`src/fqa_pkg.sv`:
```
// ----------------------------------------------------------------------------
// fqa_pkg: shared types and helpers of the Q24.8 fixed-point ALU
// Word and fraction sizes, opcodes, the request and pipeline records and the
// saturating pack used by the back end.
// ----------------------------------------------------------------------------
package fqa_pkg;

    localparam int WORD_BITS     = 32;
    localparam int FRACTION_BITS = 8;
    localparam int NUM_W         = WORD_BITS + FRACTION_BITS;   // divider numerator
    localparam int PROD_W        = 2 * WORD_BITS;
    localparam int MAG_W         = 2 * WORD_BITS + 1;
    localparam int EXT_W         = WORD_BITS + FRACTION_BITS + 2;
    localparam int PIPE_LEN      = NUM_W + 2;

    typedef enum logic [3:0] {
        OP_ADD, OP_SUB, OP_MUL, OP_DIV, OP_GT, OP_LT, OP_GE, OP_LE,
        OP_NE, OP_EQ, OP_INC, OP_DEC, OP_MIN, OP_MAX, OP_FROM_INT, OP_TO_INT
    } op_t;

    typedef struct packed {
        op_t                          op;
        logic signed [WORD_BITS-1:0]  a;
        logic signed [WORD_BITS-1:0]  b;
        logic [WORD_BITS-1:0]         a_mag;
        logic [WORD_BITS-1:0]         b_mag;
        logic                         a_neg;
        logic                         b_neg;
    } req_t;

    typedef struct packed {
        logic                         valid;
        req_t                         item;
    } req_head_t;

    typedef struct packed {
        logic signed [WORD_BITS-1:0]  value;
        logic                         cmp;
        logic                         ovf;
        logic                         dz;
    } res_t;

    typedef struct packed {
        logic                         valid;
        op_t                          op;
        logic                         neg;
        res_t                         res;
        logic [PROD_W-1:0]            prod;
        logic [NUM_W-1:0]             num;
        logic [WORD_BITS:0]           rem;
        logic [NUM_W-1:0]             quo;
        logic [WORD_BITS-1:0]         dvs;
    } pipe_t;

    localparam logic signed [EXT_W-1:0] SAT_MAX =
        {{(EXT_W-WORD_BITS+1){1'b0}}, {(WORD_BITS-1){1'b1}}};
    localparam logic signed [EXT_W-1:0] SAT_MIN = ~SAT_MAX;
    localparam logic signed [WORD_BITS-1:0] WORD_MAX = {1'b0, {(WORD_BITS-1){1'b1}}};
    localparam logic signed [WORD_BITS-1:0] WORD_MIN = {1'b1, {(WORD_BITS-1){1'b0}}};

    // Saturate a signed value of extended width into the word.
    function automatic res_t sat_signed(input logic signed [EXT_W-1:0] x);
        res_t r;
        r = '0;
        if (x > SAT_MAX) begin
            r.value = WORD_MAX;
            r.ovf   = 1'b1;
        end else if (x < SAT_MIN) begin
            r.value = WORD_MIN;
            r.ovf   = 1'b1;
        end else begin
            r.value = x[WORD_BITS-1:0];
        end
        return r;
    endfunction

    // Pack sign and magnitude into the word, saturating.
    function automatic res_t pack_mag(input logic neg, input logic [MAG_W-1:0] mag);
        res_t             r;
        logic [MAG_W-1:0] limit;
        r     = '0;
        limit = neg ? (MAG_W'(1) << (WORD_BITS - 1)) : ((MAG_W'(1) << (WORD_BITS - 1)) - 1'b1);
        if (mag > limit) begin
            r.value = neg ? WORD_MIN : WORD_MAX;
            r.ovf   = 1'b1;
        end else begin
            r.value = neg ? -$signed(mag[WORD_BITS-1:0]) : $signed(mag[WORD_BITS-1:0]);
        end
        return r;
    endfunction

    // One restoring division step: one quotient bit.
    function automatic pipe_t div_step(input pipe_t e);
        pipe_t            o;
        logic [WORD_BITS:0] r2;
        logic             qb;
        o  = e;
        r2 = {e.rem[WORD_BITS-1:0], e.num[NUM_W-1]};
        qb = 1'b0;
        if (r2 >= {1'b0, e.dvs}) begin
            r2 = r2 - {1'b0, e.dvs};
            qb = 1'b1;
        end
        o.num = e.num << 1;
        o.rem = r2;
        o.quo = {e.quo[NUM_W-2:0], qb};
        return o;
    endfunction

endpackage

```
`src/fqa_outq.sv`:
```
// ----------------------------------------------------------------------------
// fqa_outq: result queue
// Two-entry queue that parts the pipeline from the consumer.
// ----------------------------------------------------------------------------
module fqa_outq
    import fqa_pkg::*;
(
    input  logic clk,
    input  logic rst_n,
    input  logic wr_en,
    input  res_t wr_data,
    output logic q_full,
    input  logic pop,
    output logic empty,
    output res_t rd_data
);

    res_t       entry_reg [2];
    logic       wr_ptr_reg, wr_ptr_next;
    logic       rd_ptr_reg, rd_ptr_next;
    logic [1:0] count_reg, count_next;
    logic       do_pop;

    assign q_full  = (count_reg == 2'd2);
    assign empty   = (count_reg == 2'd0);
    assign do_pop  = pop && !empty;
    assign rd_data = entry_reg[rd_ptr_reg];

    always_comb
    begin
        wr_ptr_next = wr_ptr_reg ^ wr_en;
        rd_ptr_next = rd_ptr_reg ^ do_pop;
        count_next  = count_reg + {1'b0, wr_en} - {1'b0, do_pop};
    end

    always_ff @(posedge clk or negedge rst_n)
    begin
        if (!rst_n)
        begin
            wr_ptr_reg <= 1'b0;
            rd_ptr_reg <= 1'b0;
            count_reg  <= 2'd0;
        end
        else
        begin
            wr_ptr_reg <= wr_ptr_next;
            rd_ptr_reg <= rd_ptr_next;
            count_reg  <= count_next;
        end
    end

    always_ff @(posedge clk)
    begin
        if (wr_en)
        begin
            entry_reg[wr_ptr_reg] <= wr_data;
        end
    end

endmodule

```
`config.mk`:
```
export PLATFORM = sky130hd
export DESIGN_NAME = fqa_outq
export DESIGN_NICKNAME = d
export VERILOG_FILES = /design/src/fqa_pkg.sv /design/src/fqa_outq.sv
export SDC_FILE = /design/constraint.sdc
export NUM_CORES = 1
export LEC_CHECK = 0
export BUFFER_PORTS_ARGS = -buffer_cell sky130_fd_sc_hd__buf_2
export CORE_ASPECT_RATIO = 0.9
export CORE_MARGIN = 1.5
export CORE_UTILIZATION = 40
export DETAILED_ROUTE_END_ITERATION = 10
export PLACE_DENSITY_LB_ADDON = 0.3
export SYNTH_ARGS = -nofsm -noshare
export SYNTH_HDL_FRONTEND = slang
export SYNTH_SLANG_ARGS = --single-unit
```
`constraint.sdc`:
```
create_clock -name clk -period 5.39 [get_ports clk]
set_clock_uncertainty 0.2 [all_clocks]
set_input_delay 0.2695 -clock clk [delete_from_list [all_inputs] [get_ports clk]]
set_output_delay 0.2695 -clock clk [all_outputs]
set_load 0.005 [all_outputs]
```
Word level (Yosys, flattened, before mapping)
Memories as Yosys holds them, arrays and structs flattened.
Index checks and enable logic that the tools add are counted.
{"block": "totals", "reg_bits": 4, "mem_bits_rw": 70, "word_cells": 14, "mem_count": 1}
{"block": "op_classes", "add_sub_neg": 2, "n_eq_ne": 1, "n_mux": 2, "n_bitwise": 2, "reduce_logical": 3}
{"memory": "entry_reg", "words": 2, "word_bits": 35, "rd": 1, "rd_clocked_by_memory_dff": 0, "wr": 1, "line_no": "fqa_outq.sv:18", "source": "res_t entry_reg [2];"}
{"cell": "adder 2 x 1 -> 2 bit", "n": 1}
{"cell": "equality test 2 bit (second input constant)", "n": 1}
{"cell": "zero test 2 bit", "n": 1}
{"cell": "2-to-1 mux 1 bit", "n": 2}
{"cell": "subtractor 2 x 1 -> 2 bit", "n": 1}
{"cell": "bitwise XOR 1 bit", "n": 2}
{"cell": "logical AND 1 bit", "n": 1}
{"cell": "zero test 1 bit", "n": 1}

Logic depth before layout (Yosys ltp)
{"block": "depth", "ltp_word": 4, "mapped_depth": 6, "mapped_depth_nobuf": 6}

Worst setup path before layout
OpenSTA, ideal clock, no wires.
{"block": "synth_timing", "kind": "reg2reg", "startpoint": "register wr_ptr_reg", "endpoint": "memory entry_reg[0][0] (netlist bit) (enable)", "t_arrival_ns": 1.306, "t_required_ns": 4.794, "slack_ns": 3.489, "stages_incl_launch_ff": 3, "path_buffers": 0, "period_less_slack_ns": 1.901, "cell_sequence": "dfrtp_1 -> inv_1 -> ha_1"}
{"element": "start, declared", "line_no": "fqa_outq.sv:19", "source": "logic wr_ptr_reg, wr_ptr_next;"}
{"element": "start signal, assigned", "line_no": "fqa_outq.sv:46", "source": "wr_ptr_reg <= wr_ptr_next;"}
{"element": "end, declared", "line_no": "fqa_outq.sv:18"}
No word-level cell before the write port.

==> run summary <==
H-tree levels = 3
maximum number of pins on one net before global-route repair = 37
total via count after detailed routing = 1,503
number of endpoints with negative hold slack in the final report = 0
Clk pin slew, worst setup/hold paths = 0.07 ns
global router's overall resource usage = 0.130
post-DP HPWL = 2630 um
router iterations before antenna repair = 4
number of buffers added on ports = 75
Mapped Nets = 170
worst min-delay path category = in -> reg
via count normalized by instance count = 4.38
Sum Neg Setup Slack = 0 ns
RSZ-0062 raised after global routing = false
share of final-layout standard cells stronger than drive strength 1 = 0.504
initial standard-cell utilization of the core = 0.412
Final period util = 0.457
flop and latch count out of synthesis = 74
share of synthesized area spent on multiplexers = 0.174
Tmin final = 2.46 ns
number of buffers inserted during clock tree synthesis = 9
Max Buffers Root-to-Sink = 2
Antenna Cells = 0
post-synth design cell area = 2890 um2
sequential share of the synthesized area = 0.763
Die Wd = 92.5 um
core outline area = 7000 um2
actual transition at the worst max-transition pin = 1.11 ns
number of DRC markers after the initial detailed-route iteration = 44
main combinational cell family by area after synthesis = multiplexers
kind of end point of the critical path = output pin
post-layout worst setup margin = 2.93 ns
synthesis warning total = 0
insertion delay of the later-clocked pin in the worst-skew pair = 0.33 ns
IO Pins = 76
static leakage = 1.59 nW
critical path arrival = 1.99 ns
routability cong. = 0.665
synthesized area per cell = 22.7 um2
remaining design rule violation count = 0
clock tree from TritonCTS = done
die extent in y = 83.6 um
post-synthesis adder-cell area fraction = 0.0173
number of max-cap violations = 0
floorplan die area = 7730 um2
crit path max fanout = 36
run status = finished clean
Area Overhead vs Synth = 35.3%
startpoint class of the critical path = register
number of nets at the end of the flow = 288
synth unique cells = 13
peak ir drop on the vdd network = 0.340 mV
kind of critical path = reg -> out
clock tree sinks = 74
root cell of the clock tree = sky130_fd_sc_hd__clkbuf_8
flip-flop count of the largest register after layout = 70
wire length reported by the detailed router = 4640 um
R2R setup slack = 3.58 ns
synthesized-area fraction occupied by and/or/nand/nor cells = 0.00347
power density over the cells = 473 nW/um2
setup violation total in the final timing report = 0
data required time at the worst endpoint = 4.92 ns
wire length of the first global-routing pass = 7530 um
remaining antenna violation count = 0
vias in the first global route = 1,554
antenna violations before repair = 0
std cell rows = 29
FMAX = 0.406 GHz
number of fill cells = 558
worst setup timing slack at the placement stage = 3.24 ns
complex-gate fraction of the synthesized area = 0.00260
final number of max-transition violations = 0
detailed-route wire length per cell = 13.5 um
Gate Count Post-Synth = 127
relative slew slack = 0.259
post-synthesis share of cell area spent on xor and xnor gates = 0.00911
total global routing overflow = 0
post_cts resized = 0
==> cell type report <==
| cell class | instances | area, um2 | share of cell area |
|---|---|---|---|
| Clock inverter | 6 | 105 | 0.0269 |
| Tap cell | 93 | 116 | 0.0298 |
| Sequential cell | 74 | 2200 | 0.564 |
| Clock buffer | 10 | 128 | 0.0327 |
| Inverter | 4 | 15.0 | 0.00384 |
| Timing Repair Buffer | 111 | 736 | 0.188 |
| Multi-Input combinational cell | 45 | 602 | 0.154 |
==> cells by family (layout without fill, tap and decap cells) <==
group	count (synthesis)	after routing
flip-flops	74	74
AO/OA/AOI/OAI	1	1
multiplexers	35	35
buffers and inverters	8	131
XOR/XNOR	3	3
adder cells (fa/ha/maj)	4	4
AND/OR/NAND/NOR	2	2
==> critical path, stage by stage, from the launching register on <==
cell                      delay [ns]
sky130_fd_sc_hd__dfrtp_2        1.11
sky130_fd_sc_hd__mux2_2         0.42
sky130_fd_sc_hd__buf_2          0.13
==> synthesized netlist by cell type <==
master | instances | area [um2]
sky130_fd_sc_hd__xor2_1 | 1 | 8.76
sky130_fd_sc_hd__o21a_1 | 1 | 7.51
sky130_fd_sc_hd__edfxtp_1 | 70 | 2100
sky130_fd_sc_hd__dfrtp_1 | 4 | 100
sky130_fd_sc_hd__inv_1 | 4 | 15.0
sky130_fd_sc_hd__xnor2_1 | 2 | 17.5
sky130_fd_sc_hd__nor2_1 | 1 | 3.75
sky130_fd_sc_hd__buf_6 | 1 | 11.3
sky130_fd_sc_hd__ha_1 | 4 | 50.1
sky130_fd_sc_hd__buf_12 | 3 | 60.1
sky130_fd_sc_hd__nor2b_1 | 1 | 6.26
sky130_fd_sc_hd__mux2_4 | 29 | 435
sky130_fd_sc_hd__mux2_2 | 6 | 67.6
==> report_power, final <==
part           switching (W)  total, W  internal, W
Clock               0.000187  0.000491     0.000305
Sequential          0.000103  0.000870     0.000768
Combinational       0.000172  0.000486     0.000314
==> worst paths after layout <==
path,cells after the start,to,startpoint
worst max-delay path,2,rd_data[3],rd_ptr_reg
worst min-delay path,2,count_reg[0],wr_en
worst max register to register,2,entry_reg[0][8],wr_ptr_reg
worst min register to register,1,count_reg[1],count_reg[1]
max in group asynchronous,2,rd_ptr_reg,rst_n
min in group asynchronous,2,count_reg[0],rst_n
==> cell usage in the layout, fill, tap and decap left out <==
cell type,netlist,routed
sky130_fd_sc_hd__dfrtp_2,0,1
sky130_fd_sc_hd__buf_2,0,75
sky130_fd_sc_hd__nor2_1,1,1
sky130_fd_sc_hd__mux2_2,6,6
sky130_fd_sc_hd__nor2b_1,1,1
sky130_fd_sc_hd__ha_2,0,2
sky130_fd_sc_hd__ha_1,4,2
sky130_fd_sc_hd__inv_1,4,4
sky130_fd_sc_hd__edfxtp_1,70,70
sky130_fd_sc_hd__bufinv_16,0,3
sky130_fd_sc_hd__clkbuf_1,0,1
sky130_fd_sc_hd__dlygate4sd3_1,0,36
sky130_fd_sc_hd__dfrtp_1,4,3
sky130_fd_sc_hd__clkinvlp_4,0,1
sky130_fd_sc_hd__clkinv_1,0,2
sky130_fd_sc_hd__xor2_1,1,1
sky130_fd_sc_hd__o21a_1,1,1
sky130_fd_sc_hd__xnor2_1,2,2
sky130_fd_sc_hd__mux2_4,29,29
sky130_fd_sc_hd__clkbuf_8,0,9
==> metal layers <==
layer	routed length, um	vias to the layer above	GRT usage	share of wire
met3	325	4	0.0583	0.070
met2	2230	59	0.203	0.48
met1	2060	714	0.166	0.44
met4	21	0	0.0336	0.0045
li1	-	726	-	-
met5	0	-	0	0
==> what timing repair did <==
action                                 CTS  global route
hold buffers                            36             0
endpoints found under the hold margin   74             0
setup buffers                            0             0
==> through the flow <==
| stage | power [W] | std cells | cell area [um2] | util | hold slack, ns |
|---|---|---|---|---|---|
| finish | 0.00185 | 343 | 3910 | 0.558 | 0.0270 |
| global placement | 0.00135 | 291 | 3310 | 0.473 | -0.119 |
| global route | 0.00195 | 343 | 3910 | 0.558 | 0.0213 |
| detailed placement | 0.00136 | 291 | 3310 | 0.473 | -0.117 |
| CTS | 0.00187 | 343 | 3910 | 0.558 | 0.00394 |
| floorplan | 0.00122 | 127 | 2890 | - | -0.226 |
No activity file was read; power rests on OpenSTA's default activity.
