===== config.mk =====
export PLATFORM = sky130hd
export DESIGN_NAME = fqa_front
export DESIGN_NICKNAME = d
export VERILOG_FILES = /design/src/fqa_pkg.sv /design/src/fqa_front.sv
export SDC_FILE = /design/constraint.sdc
export NUM_CORES = 1
export LEC_CHECK = 0
export ABC_AREA = 1
export BUFFER_PORTS_ARGS = -buffer_cell sky130_fd_sc_hd__buf_4
export CORE_MARGIN = 1
export CORE_UTILIZATION = 60
export DETAILED_ROUTE_END_ITERATION = 12
export MAX_ROUTING_LAYER = met4
export PLACE_DENSITY = 0.82
export REMOVE_ABC_BUFFERS = 1
export SYNTH_ARGS = -nofsm -noshare
export SYNTH_HDL_FRONTEND = slang
export SYNTH_SLANG_ARGS = --single-unit

===== constraint.sdc =====
create_clock -name clk -period 13 [get_ports clk]
set_input_delay 1.3 -clock clk [delete_from_list [all_inputs] [get_ports clk]]
set_output_delay 1.3 -clock clk [all_outputs]
set_load 0.005 [all_outputs]

===== src/fqa_pkg.sv =====
// ----------------------------------------------------------------------------
// fqa_pkg: shared types and helpers of the Q24.8 fixed-point ALU
// Word and fraction sizes, opcodes, the request and pipeline records and the
// saturating pack used by the back end.
// ----------------------------------------------------------------------------
package fqa_pkg;

    localparam int WORD_BITS     = 32;
    localparam int FRACTION_BITS = 8;
    localparam int NUM_W         = WORD_BITS + FRACTION_BITS;   // divider numerator
    localparam int PROD_W        = 2 * WORD_BITS;
    localparam int MAG_W         = 2 * WORD_BITS + 1;
    localparam int EXT_W         = WORD_BITS + FRACTION_BITS + 2;
    localparam int PIPE_LEN      = NUM_W + 2;

    typedef enum logic [3:0] {
        OP_ADD, OP_SUB, OP_MUL, OP_DIV, OP_GT, OP_LT, OP_GE, OP_LE,
        OP_NE, OP_EQ, OP_INC, OP_DEC, OP_MIN, OP_MAX, OP_FROM_INT, OP_TO_INT
    } op_t;

    typedef struct packed {
        op_t                          op;
        logic signed [WORD_BITS-1:0]  a;
        logic signed [WORD_BITS-1:0]  b;
        logic [WORD_BITS-1:0]         a_mag;
        logic [WORD_BITS-1:0]         b_mag;
        logic                         a_neg;
        logic                         b_neg;
    } req_t;

    typedef struct packed {
        logic                         valid;
        req_t                         item;
    } req_head_t;

    typedef struct packed {
        logic signed [WORD_BITS-1:0]  value;
        logic                         cmp;
        logic                         ovf;
        logic                         dz;
    } res_t;

    typedef struct packed {
        logic                         valid;
        op_t                          op;
        logic                         neg;
        res_t                         res;
        logic [PROD_W-1:0]            prod;
        logic [NUM_W-1:0]             num;
        logic [WORD_BITS:0]           rem;
        logic [NUM_W-1:0]             quo;
        logic [WORD_BITS-1:0]         dvs;
    } pipe_t;

    localparam logic signed [EXT_W-1:0] SAT_MAX =
        {{(EXT_W-WORD_BITS+1){1'b0}}, {(WORD_BITS-1){1'b1}}};
    localparam logic signed [EXT_W-1:0] SAT_MIN = ~SAT_MAX;
    localparam logic signed [WORD_BITS-1:0] WORD_MAX = {1'b0, {(WORD_BITS-1){1'b1}}};
    localparam logic signed [WORD_BITS-1:0] WORD_MIN = {1'b1, {(WORD_BITS-1){1'b0}}};

    // Saturate a signed value of extended width into the word.
    function automatic res_t sat_signed(input logic signed [EXT_W-1:0] x);
        res_t r;
        r = '0;
        if (x > SAT_MAX) begin
            r.value = WORD_MAX;
            r.ovf   = 1'b1;
        end else if (x < SAT_MIN) begin
            r.value = WORD_MIN;
            r.ovf   = 1'b1;
        end else begin
            r.value = x[WORD_BITS-1:0];
        end
        return r;
    endfunction

    // Pack sign and magnitude into the word, saturating.
    function automatic res_t pack_mag(input logic neg, input logic [MAG_W-1:0] mag);
        res_t             r;
        logic [MAG_W-1:0] limit;
        r     = '0;
        limit = neg ? (MAG_W'(1) << (WORD_BITS - 1)) : ((MAG_W'(1) << (WORD_BITS - 1)) - 1'b1);
        if (mag > limit) begin
            r.value = neg ? WORD_MIN : WORD_MAX;
            r.ovf   = 1'b1;
        end else begin
            r.value = neg ? -$signed(mag[WORD_BITS-1:0]) : $signed(mag[WORD_BITS-1:0]);
        end
        return r;
    endfunction

    // One restoring division step: one quotient bit.
    function automatic pipe_t div_step(input pipe_t e);
        pipe_t            o;
        logic [WORD_BITS:0] r2;
        logic             qb;
        o  = e;
        r2 = {e.rem[WORD_BITS-1:0], e.num[NUM_W-1]};
        qb = 1'b0;
        if (r2 >= {1'b0, e.dvs}) begin
            r2 = r2 - {1'b0, e.dvs};
            qb = 1'b1;
        end
        o.num = e.num << 1;
        o.rem = r2;
        o.quo = {e.quo[NUM_W-2:0], qb};
        return o;
    endfunction

endpackage


===== src/fqa_front.sv =====
// ----------------------------------------------------------------------------
// fqa_front: request intake
// Takes requests, splits operands into sign and magnitude and holds them in
// a two-entry queue ahead of the execution pipeline.
// ----------------------------------------------------------------------------
module fqa_front
    import fqa_pkg::*;
(
    input  logic                        clk,
    input  logic                        rst_n,
    input  logic                        push,
    output logic                        full,
    input  logic [3:0]                  opcode,
    input  logic signed [WORD_BITS-1:0] operand_a,
    input  logic signed [WORD_BITS-1:0] operand_b,
    output req_head_t                   head,
    input  logic                        take
);

    req_t       entry_reg [2];
    logic       wr_ptr_reg, wr_ptr_next;
    logic       rd_ptr_reg, rd_ptr_next;
    logic [1:0] count_reg, count_next;
    req_t       item;
    logic       do_push, do_pop;

    always_comb
    begin
        item.op    = op_t'(opcode);
        item.a     = operand_a;
        item.b     = operand_b;
        item.a_neg = operand_a[WORD_BITS-1];
        item.b_neg = operand_b[WORD_BITS-1];
        item.a_mag = item.a_neg ? WORD_BITS'(-operand_a) : WORD_BITS'(operand_a);
        item.b_mag = item.b_neg ? WORD_BITS'(-operand_b) : WORD_BITS'(operand_b);
    end

    assign full       = (count_reg == 2'd2);
    assign do_push    = push && !full;
    assign do_pop     = take && (count_reg != 2'd0);
    assign head.valid = (count_reg != 2'd0);
    assign head.item  = entry_reg[rd_ptr_reg];

    always_comb
    begin
        wr_ptr_next = wr_ptr_reg ^ do_push;
        rd_ptr_next = rd_ptr_reg ^ do_pop;
        count_next  = count_reg + {1'b0, do_push} - {1'b0, do_pop};
    end

    always_ff @(posedge clk or negedge rst_n)
    begin
        if (!rst_n)
        begin
            wr_ptr_reg <= 1'b0;
            rd_ptr_reg <= 1'b0;
            count_reg  <= 2'd0;
        end
        else
        begin
            wr_ptr_reg <= wr_ptr_next;
            rd_ptr_reg <= rd_ptr_next;
            count_reg  <= count_next;
        end
    end

    always_ff @(posedge clk)
    begin
        if (do_push)
        begin
            entry_reg[wr_ptr_reg] <= item;
        end
    end

endmodule


* Word-level counts from Yosys, hierarchy flattened
Memory sizes are Yosys's and may differ from the RTL's.
Cells that the tools add are included.
** Operators by class
- Bitwise gates (word level) :: 2
- Muxes and demuxes :: 4
- Reduce and logical (&&, ||, !) cells :: 4
- Equality and inequality tests :: 1
- Add/subtract/negate cells :: 4
** Operators with widths (count)
- $mux 32 :: 2
- $neg 32->32 :: 2
- $add 2x1->2 :: 1
- $eq 2x2->1 const B :: 1
- $logic_and 1x1->1 :: 2
- $mux 1 :: 2
- $reduce_bool 2->1 :: 1
- $sub 2x1->2 :: 1
- $xor 1x1->1 :: 2
- $logic_not 1->1 :: 1
** Storage, ports and cells
- RAM bits :: 268
- Output and inout bits :: 136
- Logic and storage cells :: 19
- Memories :: 1
- Register bits :: 4
- Input port bits :: 72
** Memories
- entry_reg :: depth 2, bits a word 134, read ports 1, clocked after memory_dff 0, write ports 1, RTL line fqa_front.sv:20 : req_t entry_reg [2];

* Longest topological paths before layout
Gate-level depths: netlist of run 1.
- Word-level depth :: 5
- Mapped depth :: 9
- Depth with buffers taken out :: 9

* Worst setup path before layout of run 1
OpenSTA, ideal clock, no wires.
- Path kind :: input to register
- From :: input port push
- To :: memory entry_reg[1][100] (netlist bit) (enable)
- Path buffers :: 0
- Cell stages on the path :: 3
- Arrival time :: 4.522 ns
- Data required time :: 12.495 ns
- Setup time :: 0.505 ns
- Path slack :: 7.973 ns
- Cells stage by stage :: o21ai_0 > inv_1 > ha_1
** On the way
- Longest elaborated chain between the ends :: 3
** Ends and longest elaborated chain
- start: declaration :: RTL line fqa_front.sv:11 : input logic push,
- $logic_and 1x1->1 :: RTL line fqa_front.sv:39 : assign do_push = push && !full;
- $mux 1 :: RTL line fqa_front.sv:69 : if (do_push)
- $mux 1 (not written as such) :: RTL line fqa_front.sv:71 : entry_reg[wr_ptr_reg] <= item;
- end: declaration :: RTL line fqa_front.sv:20
Every way passes these cells.

==> results of run 1 <==
how the worst max path moves through the flow:
| stage | slack [ns] | endpoint | startpoint | cells after the start |
|---|---|---|---|---|
| CTS | 8.68 | head[62] | rd_ptr_reg$_DFF_PN0_ | 5 |
| global placement | 9.29 | entry_reg[1][40]$_DFFE_PP_ | push | 5 |
| floorplan | 7.74 | head[0] | rd_ptr_reg$_DFF_PN0_ | 3 |
| global route | 8.53 | head[31] | rd_ptr_reg$_DFF_PN0_ | 5 |
| detailed placement | 9.22 | entry_reg[1][5]$_DFFE_PP_ | push | 5 |
| finish | 8.71 | head[62] | rd_ptr_reg$_DFF_PN0_ | 5 |
critical path, delay by kind of cell, from the launching register on:
kind | cells | cell delay [ns]
DFF | 1 | 0.74
buffers and inverters | 3 | 1.35
and+or+nand+nor | 2 | 0.30
power by group through the flow:
stage               Clock [W]  Sequential, W  Combinational, W
global route         0.000783        0.00128           0.00104
CTS                  0.000750        0.00126          0.000959
detailed placement          0        0.00128          0.000954
global placement            0        0.00127          0.000932
floorplan                   0        0.00129          0.000431
finish               0.000744        0.00126          0.000948
synth_stat cells, types with 3 or more instances:
master    number  area (µm²)
xor2_1        10        87.6
nand2_1      569        2140
xnor2_1       22         193
dfrtp_1        4         100
nor2_1        82         308
ha_1           6        75.1
nand3_1       37         185
inv_2          3        11.3
clkbuf_1       7        26.3
nand2_2       16         100
o21ai_0       14        70.1
buf_2         17        85.1
edfxtp_1     260        7810
buf_4         16         120
nor2_4         5        56.3
nand3b_1       3        22.5
inv_1         51         191
nor2_2        11        68.8
through the flow:
stage / total power (W) / instance area, µm² / worst slack (ns) / hold slack (ns)
after floorplan: 0.00172 / 11500 / 7.74 / 0.509
after global placement: 0.00220 / 13400 / 9.29 / 0.531
after detailed placement: 0.00223 / 13400 / 9.22 / 0.539
after CTS: 0.00297 / 14300 / 8.68 / 0.553
after global routing: 0.00310 / 14300 / 8.53 / 0.555
final: 0.00295 / 14300 / 8.71 / 0.552
layer usage:
| metal | vias up | global-route usage (%) |
|---|---|---|
| li1 | 4104 | - |
| met1 | 3965 | 35.9 |
| met2 | 364 | 45.7 |
| met3 | 56 | 4.12 |
| met4 | 0 | 10.2 |
| met5 | - | - |
cells by family (layout without fill, tap and decap cells):
| group | after synthesis | in the layout |
|---|---|---|
| simple gates | 731 | 731 |
| flops | 264 | 264 |
| buf+inv | 94 | 312 |
| fa+ha+maj | 6 | 6 |
| xor+xnor | 32 | 32 |
| compound gates | 15 | 15 |
area by class of cell:
| class | count | area, µm² | share of cell area, % |
|---|---|---|---|
| repair buffers | 211 | 1580 | 11.1 |
| flip-flops and latches | 264 | 7910 | 55.5 |
| well taps | 260 | 325 | 2.28 |
| clock inverters | 17 | 161 | 1.13 |
| multi-input cells | 784 | 3390 | 23.8 |
| clock buffers | 30 | 687 | 4.81 |
| inverters | 54 | 205 | 1.44 |
==> results.txt, run 1 <==
* Status: completed
- Final hold vios: 0
- STA classifies the critical path endpoint as a primary output.
* Most frequent standard cell in the layout excluding fill and tap cells: nand2_1
- After floorplanning, the core was sized to cover 18900 µm².
- In this run, CTS created clock tree buffers numbering 26.
- Once the floorplan was initialized, standard cells occupied 62.0% of the core.
- After detailed routing, no signal wire sits above met4.
* Wire length of the first global-routing pass: 42100 µm
- Number of antenna violations at the first check in global routing: 0
- Counting the fill cells in the layout gives 1285.
- Average cell area after synthesis: 10.3 µm²
* Width of the die: 142 µm
- Post-Syn Instances: 1142
- Fin util: 75.5%
- Setup clock skew after layout: 0.0105 ns
- At the pin with the least slew margin, the transition time is 1.15 ns.
* Fraction of synthesized cell area in xor and xnor cells: 2.39%
* Weighted congestion reported at the end of routability-driven placement: 0.902
* Number of flops mapped to enable cells by yosys: 260
* Worst hold path startpoint: count_reg[0]$_DFF_PN0_
- During I/O placement, the number of pins put on the boundary was 208.
* Most used cells in the layout excluding fill and tap cells: 569 x nand2_1, 260 x edfxtp_1, 211 x buf_4
- DR vias/cell: 5.24
* Number of antenna-violating nets in the routed design: 0
* Total half-perimeter wirelength after legalization and detailed placement: 18200 µm
* Internal power: 0.00202 W
- Die H: 142 µm
- In this run the worst path has a maximum fanout of 110.
- Sequential area share after synthesis: 67.5%
- Cell at the root of the clock tree: clkbuf_16
- Async S/R FF share, synth: 1.52%
* Max Cap Violations: 0
- FF+latch count, synth: 264
- Summed over all cells, the static leakage comes to 6.14 nW.
- The worst hold path belongs to the class register to register.
* Startpoint type of the worst setup path: register
- In this run the cell area of the synthesized design comes to 11700 µm².
- Fin nets: 1419
- Dominant combinational cell family by area after synthesis: simple AND/OR/NAND/NOR gates
* Total length of routed met3 wires: 1980 µm
* IR drop worst, VDD: 0.205 mV
- Part of the total power dissipated in combinational logic: 32.1%
* Most used flip-flop cell after synthesis: edfxtp_1
- In the final timing run, aggregate negative setup slack is 0 ns.
- For this run, design rule violations remaining after detail routing come to 0.
* Net switching share of the total power: 31.6%
- The via count of the first global-routing pass was 8375.
* Sequential power share: 42.7%
- Number of failing setup endpoints in the final timing report: 0
- Post-CTS clock slew at the launch and capture registers of the worst setup and hold paths: 0.06 ns
- In this run, the number of DRC markers left after iteration 0 of detailed routing was 674.
- For the worst-skew pair, the clock arrives at the later sink with an insertion delay of 0.52 ns.
- H-tree depth: 1
- Buffers from clock root to sink, at most: 3
- Reg-to-reg slack, setup: 10.14 ns
- Count of cells along the worst register-to-register path: 5
- Syn-to-layout area delta: 21.8%
- Counting instances, the worst hold path has a depth of 1.
- Of the total synthesized cell area, the portion taken by full adders, half adders and majority gates is 0.641%.
- Startpoint of the most critical register-to-register path: count_reg[1]$_DFF_PN0_
- Detailed routing placed a total of 13400 µm of wire on met2.
- Number of flip-flops in the largest register: 260
- The count of final max-slew check failures was 0.
* Floorplan die area: 20100 µm²
* Max-slew headroom at the worst pin: 23.1%
- The critical path in this run is classified as register to primary output.
* Min-Delay Endpoint: count_reg[0]$_DFF_PN0_
- Excluding fillers, the count of instances in the completed layout stands at 1620.
- In this run the post-CTS setup repair buffer count came out at 0.
- Unrepaired setup endpoints after global routing: no
- In the final routing, the length of wire on met1 measures 10800 µm.
- Multiplexer cells account for 0% of the synthesized area.
- Buffers on Ports: 207
* Antenna Diode Count: 0
- Max Clk Rate: 233 MHz
* Clk sink count: 264
- Total of warnings raised by yosys: 0
- Post-Route WL: 27000 µm
- Worst path cell trace: inv_4 > buf_4 > nand2_1 > nand2_1 > buf_4
- The final route contains 8489 vias.
- Number of instances in the placed design: 1573
- After clock tree synthesis, the repair step resized 0 gates.
- At the worst endpoint, the arrival time is 2.99 ns.
- Summed over all nets, the switching power comes to 0.000932 W.
- GRT Residual Overflow: 0
- Routed WL per cell: 16.7 µm
- TritonCTS clock tree: done
- On the worst path, the slowest cell contributes a delay of 0.91 ns.
- Global routing used 28.0% of the available tracks across all layers.
- Critical-path cell with the highest stage delay: buf_4
- STA puts the critical path data required time at 11.70 ns.
* Reg-to-reg endpoint: entry_reg[1][74]$_DFFE_PP_
- The worst path in the final design needs a cycle of 4.29 ns, including I/O delays and setup.
- Yosys mapped the design onto 24 distinct sky130hd cell types.
* Largest net degree at the start of global routing: 111
- In this run, post-CTS hold repair placed 0 buffers.
- In the finished design, the share of the clock period the worst path needs comes to 33.0%.
* Power density over the cells: 207 nW/µm²
- Clock Power Share: 25.2%
- Simple-Gate Fraction of Synth Area: 25.1%
- Core Rows: 50
- Share of cells above drive strength 1: 21.3%
* TritonRoute pass-1 iters: 7
- Complex-gate fraction of the synthesized area: 0.641%
Power figures use the tool's default switching activity.
==> run 2: changes to the inputs <==
--- a/config.mk
+++ b/config.mk
@@ -5,13 +5,13 @@
 export SDC_FILE = /design/constraint.sdc
 export NUM_CORES = 1
 export LEC_CHECK = 0
-export ABC_AREA = 1
+export ABC_AREA = 0
 export BUFFER_PORTS_ARGS = -buffer_cell sky130_fd_sc_hd__buf_4
 export CORE_MARGIN = 1
-export CORE_UTILIZATION = 60
+export CORE_UTILIZATION = 56
 export DETAILED_ROUTE_END_ITERATION = 12
 export MAX_ROUTING_LAYER = met4
-export PLACE_DENSITY = 0.82
+export PLACE_DENSITY = 0.77
 export REMOVE_ABC_BUFFERS = 1
 export SYNTH_ARGS = -nofsm -noshare
 export SYNTH_HDL_FRONTEND = slang
==> constraint.sdc (replaced) <==
create_clock -name clk -period 4.2 [get_ports clk]
set_input_delay 0.42 -clock clk [delete_from_list [all_inputs] [get_ports clk]]
set_output_delay 0.42 -clock clk [all_outputs]
set_load 0.005 [all_outputs]
==> results.txt, run 2 <==
- After the first detailed-routing iteration, the DRC count stood at 383.
- Final number of max-transition violations: 0
- Buffers on Ports: 207
- The startpoint identified for the worst hold timing path is opcode[2].
* Number of distinct library cells after synthesis: 42
* Total half-perimeter wirelength after legalization and detailed placement: 14400 µm
- The library cell used most frequently in the layout, excluding fill and tap cells, is edfxtp_1.
* Post-Syn Instances: 622
- Fraction of the cycle the final worst path needs: 66.5%
* Most used flip-flop cell after synthesis: edfxtp_1
* Worst setup path category: register to primary output
* Async S/R FF share, synth: 1.52%
* Share of cells above drive strength 1: 48.4%
- In this run the static leakage power is 4.96 nW.
- Status: completed
* Unrepaired setup endpoints after global routing: no
* Max Clk Rate: 358 MHz
* Startpoint type of the worst setup path: register
- The detail route stage leaves a number of antenna-violating nets equal to 0.
* CP Data Required Time: 3.78 ns
- The number of gates resized after CTS was 0.
* Largest fanout on the critical path: 48
- The synthesized netlist occupies a cell area of 11200 µm².
- The critical path goes through buf_4 > mux2_2 > buf_4.
* Clk sink count: 264
- Clock tree synthesis inserted a total of 26 buffers.
- Kind of capture point of the worst setup path: primary output
* Min-Delay Endpoint: entry_reg[1][132]$_DFFE_PP_
- Leading cell types by total area after synthesis: edfxtp_1 70%, mux2_2 13%, xnor2_1 4.7%
- The die is 143 µm wide.
- From synthesis to final layout, the design area changed by 24.8%.
- TritonCTS built the clock tree.
- Number of DRC violations after detailed routing: 0
* Setup TNS: 0 ns
* Max-slew headroom at the worst pin: 42.2%
- The worst-case IR drop observed on VDD is 0.631 mV.
- The worst path in the final design needs a cycle of 2.79 ns, including I/O delays and setup.
- In this run the number of H-tree levels came out at 1.
- Total setup buffers inserted after CTS: 0
- Area fraction of the dominant cell type after synthesis: 69.8%
* Wire length of the first global-routing pass: 33300 µm
- Reg-to-reg endpoint: entry_reg[0][59]$_DFFE_PP_
- In the post-synthesis netlist, the cell with the most instances is edfxtp_1.
- In this run the mean area of a mapped cell was 18.0 µm².
- List of most frequent post-synthesis cells: 260 x edfxtp_1, 130 x mux2_2, 60 x xnor2_1
- Power density over the cells: 642 nW/µm²
- After detailed routing, the average wire length per cell comes to 19.7 µm.
* Data arrival time of the critical path: 2.37 ns
- Across the run, the number of max-cap violations was 0.
- Setup clock skew after layout: 0.0122 ns
* Die H: 143 µm
* Biggest cell delay along the critical path: 0.64 ns
- Floorplan die area: 20500 µm²
* Number of antenna violations at the first check in global routing: 0
* Largest net degree at the start of global routing: 67
- In this run the deepest clock path goes through 3 buffers.
* FF+latch count, synth: 264
* Area inside the core boundary: 19500 µm²
- For the pin with the worst max-slew slack, the measured transition is 0.867 ns.
- Summing the sequential cell areas from Yosys gives 70.7% of the chip area.
* Number of failing setup endpoints in the final timing report: 0
- I/O pin cnt: 208
- At the later pin of the worst-skew pair, clock insertion delay measures 0.52 ns.
- Number of instances in the placed design: 1074
- edfxtp_1 takes more of the synthesized area than any other cell.
* Final hold vios: 0
* Antenna Diode Count: 0
- After the last flow step, the layout net total stands at 916.
- Weighted congestion reported at the end of routability-driven placement: 0.760
- The synthesized design contains 260 enable-type register cells.
* Overall global routing resource usage: 21.9%
- Number of standard cells in the layout, taps in and fillers out: 1122
* Critical path's most frequent cell: buf_4
- GRT Residual Overflow: 0
- Startpoint of the most critical register-to-register path: count_reg[1]$_DFF_PN0_
- The worst register-to-register path has a setup slack of 2.01 ns.
* Hold-fix buffers, CTS: 1
- Post-Route WL: 22100 µm
- The register with the most flip-flops in the layout has 260 of them.
- For this run, the number of Yosys warnings is 0.
- Overall power consumption after layout is estimated at 0.00896 W.
- Core Rows: 51
* Initial core utilization: 57.3%
- The worst register-to-register path has a depth of 5.
- For this run, the detailed router's first-pass iteration total came to 4.
- Clock tree synthesis selected as its root buffer the cell clkbuf_16.
* Critical-path cell with the highest stage delay: dfrtp_4
* Class of the tightest hold or removal check: input pin to register
- In the routed layout, each cell is associated on average with a via count of 5.50.
- Counting instances, the worst hold path has a depth of 1.
* Most used cells in the layout excluding fill and tap cells: 260 x edfxtp_1, 210 x buf_4, 130 x mux2_2
* Number of fill cells in the layout: 1294
- Post-CTS clock slew at the launch and capture registers of the worst setup and hold paths: 0.06 ns
- Vias in the first global route: 6402
- Number of vias in the routed layout: 6168
run 2: changes by cell type after synthesis, moves of 12 or more:
cell,previous run,this run
nor2_1,82,8
nand3_1,37,5
inv_1,51,9
o41ai_2,0,15
buf_4,16,4
mux2_2,0,130
nand2_2,16,0
o31ai_1,0,16
nand2_1,569,23
xnor2_1,22,60
run 2: cell type report:
type	instances	area (µm²)	area share, %
Timing Repair Buffer	214	1650	11.8
Sequential cell	264	7910	56.7
Clock buffer	35	706	5.06
Multi-Input combinational cell	323	3150	22.5
Clock inverter	12	183	1.31
Inverter	9	33.8	0.242
Tap cell	265	332	2.38
run 2: power breakdown:
part	switching, W	total, W	internal (W)	leakage [nW]
logic	0.00127	0.00275	0.00148	2.07
registers	0.000177	0.00381	0.00363	2.46
clock network	0.000921	0.00240	0.00148	0.427
total	0.00237	0.00896	0.00659	4.96
run 2: stage by stage:
step | instance area, µm² | utilization (%) | hold WS, ns | setup slack [ns]
6_report | 14000 | 71.5 | 0.0992 | 1.41
5_1_grt | 14000 | 71.5 | 0.0785 | 1.30
4_1_cts | 14000 | 71.5 | 0.0756 | 1.36
3_5_place_dp | 13100 | 66.9 | 0.221 | 1.94
3_3_place_gp | 13100 | 66.9 | 0.216 | 1.95
2_1_floorplan | 11100 | - | 0.124 | 0.0499
run 2: metal layers:
layer	global-route usage, %	part of all wire (%)	vias up
met5	-	0	-
met4	6.77	2.7	0
met3	4.23	5.9	46
met2	37.9	52	203
met1	26.0	39	3059
li1	-	-	2860
run 2: logic make-up after synthesis:
group                      Yosys count  share of synthesized area, %
muxes                              130                          13.1
buffers and inverters               35                          1.41
and+or+nand+nor                     76                          5.02
DFF                                264                          70.7
adders and majority gates            6                         0.671
xor gates and xnor gates            61                          4.78
AOI/OAI and AO/OA                   50                          4.35
run 2: worst max-delay path by stage:
stage / from / end / slack (ns)
3_3_place_gp: rd_ptr_reg$_DFF_PN0_ / head[18] / 1.95
4_1_cts: rd_ptr_reg$_DFF_PN0_ / head[18] / 1.36
5_1_grt: rd_ptr_reg$_DFF_PN0_ / head[18] / 1.30
3_5_place_dp: rd_ptr_reg$_DFF_PN0_ / head[18] / 1.94
6_report: rd_ptr_reg$_DFF_PN0_ / head[78] / 1.41
2_1_floorplan: count_reg[1]$_DFF_PN0_ / entry_reg[1][100]$_DFFE_PP_ / 0.05
run 2: worst max-delay path: cells and delay by family, from the launching register on:
family                 cells  cell delay, ns
buffers and inverters      2            0.74
multiplexers               1            0.43
flip-flops                 1            0.64
==> run 3: changes to the inputs <==
--- a/config.mk
+++ b/config.mk
@@ -8,10 +8,10 @@
 export ABC_AREA = 0
 export BUFFER_PORTS_ARGS = -buffer_cell sky130_fd_sc_hd__buf_4
 export CORE_MARGIN = 1
-export CORE_UTILIZATION = 56
+export CORE_UTILIZATION = 50
 export DETAILED_ROUTE_END_ITERATION = 12
 export MAX_ROUTING_LAYER = met4
-export PLACE_DENSITY = 0.77
+export PLACE_DENSITY = 0.73
 export REMOVE_ABC_BUFFERS = 1
 export SYNTH_ARGS = -nofsm -noshare
 export SYNTH_HDL_FRONTEND = slang
==> constraint.sdc (replaced) <==
create_clock -name clk -period 2.5 [get_ports clk]
set_input_delay 0.25 -clock clk [delete_from_list [all_inputs] [get_ports clk]]
set_output_delay 0.25 -clock clk [all_outputs]
set_load 0.005 [all_outputs]
==> results.txt, run 3 (synthesized netlist as in run 2, its figures left out) <==
- At the pin with the least slew margin, the transition time is 0.592 ns.
* Routed WL per cell: 18.3 µm
- The initial antenna violation count came to 0.
- The worst setup path is captured at a primary output.
- Number of DRC violations after detailed-routing iteration 0: 263
- Of all nets on the critical path, the largest fanout is 29.
- Class of the tightest hold or removal check: input pin to asynchronous set/reset pin
* Time the final worst path needs with I/O delays and setup: 2.38 ns
- TritonCTS clock tree: done
* Floorplan die area: 23000 µm²
* Number of antenna-violating nets in the routed design: 0
- Post-CTS clock slew at the launch and capture registers of the worst setup and hold paths: 0.06 ns
* Later-pin clock latency in the skew report: 0.52 ns
- For the worst setup path, the data required time is 2.25 ns.
- In this run the deepest clock path goes through 3 buffers.
* Buffers on Ports: 207
- Number of fill cells in the layout: 1497
- Wire length of the first global-routing pass: 33800 µm
- Fraction of the cycle the final worst path needs: 95.4%
- After the last flow step, the layout net total stands at 989.
- In the layout the commonest cells are 260 x edfxtp_1, 211 x buf_4, 130 x mux2_2.
- The endpoint identified for the worst register-to-register timing path is count_reg[1]$_DFF_PN0_.
* Overall global routing resource usage: 19.5%
- Number of DRC violations after detailed routing: 0
- DR vias/cell: 5.25
- Status: completed
* Antenna Diode Count: 0
- Across all hold checks on the routed design, the worst slack comes to 0.0715 ns.
* Reg-to-reg slack, setup: 0.63 ns
- Setup violations remaining at the end of the flow were counted as 0.
- Core Rows: 54
- Number of instances in the placed design: 1095
- Die H: 152 µm
- Number of standard cells in the layout, taps in and fillers out: 1210
- Summed over all layers, the global routing overflow is 0.
- Number of vias in the routed layout: 6358
- Post-route total power: 0.0152 W
- The via count of the first global-routing pass came to 6524.
- Fin util: 67.4%
- Setup clock skew after layout: 0.0109 ns
- Most frequent standard cell in the layout excluding fill and tap cells: edfxtp_1
* Post-CTS Resized: 0
- Cell at the root of the clock tree: clkbuf_16
- Final hold vios: 0
- Tracing the worst setup path back leads to its startpoint at rd_ptr_reg$_DFF_PN0_.
- Unrepaired setup endpoints after global routing: no
- Width of the die: 152 µm
* Max Clk Rate: 419 MHz
- Post-Route WL: 22100 µm
- Max-slew headroom at the worst pin: 60.4%
* I/O pin cnt: 208
- IR analysis of the VDD net gives a maximum drop of 0.813 mV.
- The analysis attributes to cell leakage a power of 5.29 nW.
- Cells with a size suffix above 1 make up 46.2% of the layout.
* H-tree depth: 1
- Count of cells along the worst register-to-register path: 7
- In this run the worst setup path terminates at head[6].
* Total half-perimeter wirelength after legalization and detailed placement: 14400 µm
- The register with the most flip-flops in the layout has 260 of them.
* Weighted congestion reported at the end of routability-driven placement: 0.751
- Power density over the cells: 1030 nW/µm²
- STA classifies the critical path startpoint as a register.
- The tool flagged a number of max-cap violations equal to 0.
* Area inside the core boundary: 21900 µm²
- Entering global routing, the biggest net connects 64 pins.
- Buffers inserted during clock tree synthesis total 27.
- The clock net in this run drives a total of 264 sinks.
* Final number of max-transition violations: 0
- Initial core utilization: 51.1%
- Data arrives at the worst endpoint at 2.13 ns.
- TritonRoute pass-1 iters: 5
- In this run the critical register-to-register path is launched from count_reg[1]$_DFF_PN0_.
- The area growth from synthesis to layout is 31.8%.
* Worst setup path category: register to primary output
-- run 3: changes by cell type in the layout (fill, tap and decap cells not counted), sizes merged --
cell and delta:
clkinvlp +2, bufinv -1, clkbuf -7, dlygate4sd3 +66, buf +6, clkinv +6
inv +1
-- run 3: cell type report --
class	instances	area (µm²)	area share, %
Sequential cell	264	7910	53.7
Clock inverter	20	208	1.41
Timing Repair Buffer	286	2410	16.4
Multi-Input combinational cell	323	3150	21.3
Clock buffer	28	679	4.61
Tap cell	280	350	2.38
Inverter	9	33.8	0.229
-- run 3: routing by layer --
| layer | share of wire (%) | global-route usage, % | vias up | wire (µm) |
|---|---|---|---|---|
| met5 | 0 | - | - | 0 |
| met4 | 2.0 | 5.50 | 0 | 439 |
| met3 | 4.4 | 3.02 | 32 | 982 |
| met2 | 52 | 33.4 | 151 | 11600 |
| met1 | 41 | 24.1 | 3168 | 9140 |
| li1 | - | - | 3007 | - |
-- run 3: how the worst min path moves through the flow --
stage	from	endpoint	depth (start not counted)
floorplan	rst_n	count_reg[0]$_DFF_PN0_	0
global placement	rst_n	count_reg[0]$_DFF_PN0_	1
detailed placement	rst_n	count_reg[1]$_DFF_PN0_	1
CTS	rst_n	count_reg[0]$_DFF_PN0_	2
global route	rst_n	count_reg[0]$_DFF_PN0_	2
finish	rst_n	count_reg[0]$_DFF_PN0_	2
-- run 3: metrics by stage --
stage | cell area [µm²] | setup WS (ns) | TNS (ns)
after floorplan | 11100 | -1.65 | -593.57
after global placement | 13200 | 0.528 | 0
after detailed placement | 13200 | 0.464 | 0
after CTS | 14700 | 0.0715 | 0
after global routing | 14700 | 0.0188 | 0
final | 14700 | 0.116 | 0
-- run 3: timing repair --
action,4_1_cts,5_1_grt
hold buffers,67,0
hold endpoints to repair,136,0
buffers inserted,0,0
-- run 3: power by group --
group          leakage, nW  internal (W)  total [W]  switching (W)
clock network        0.435       0.00238    0.00397        0.00158
logic                 2.39       0.00268    0.00482        0.00215
registers             2.46       0.00609    0.00641       0.000311
-- run 3: critical path: stages (launching register included) --
cell	delay, ns
dfrtp_4	0.71
buf_4	0.37
mux2_2	0.40
buf_4	0.14
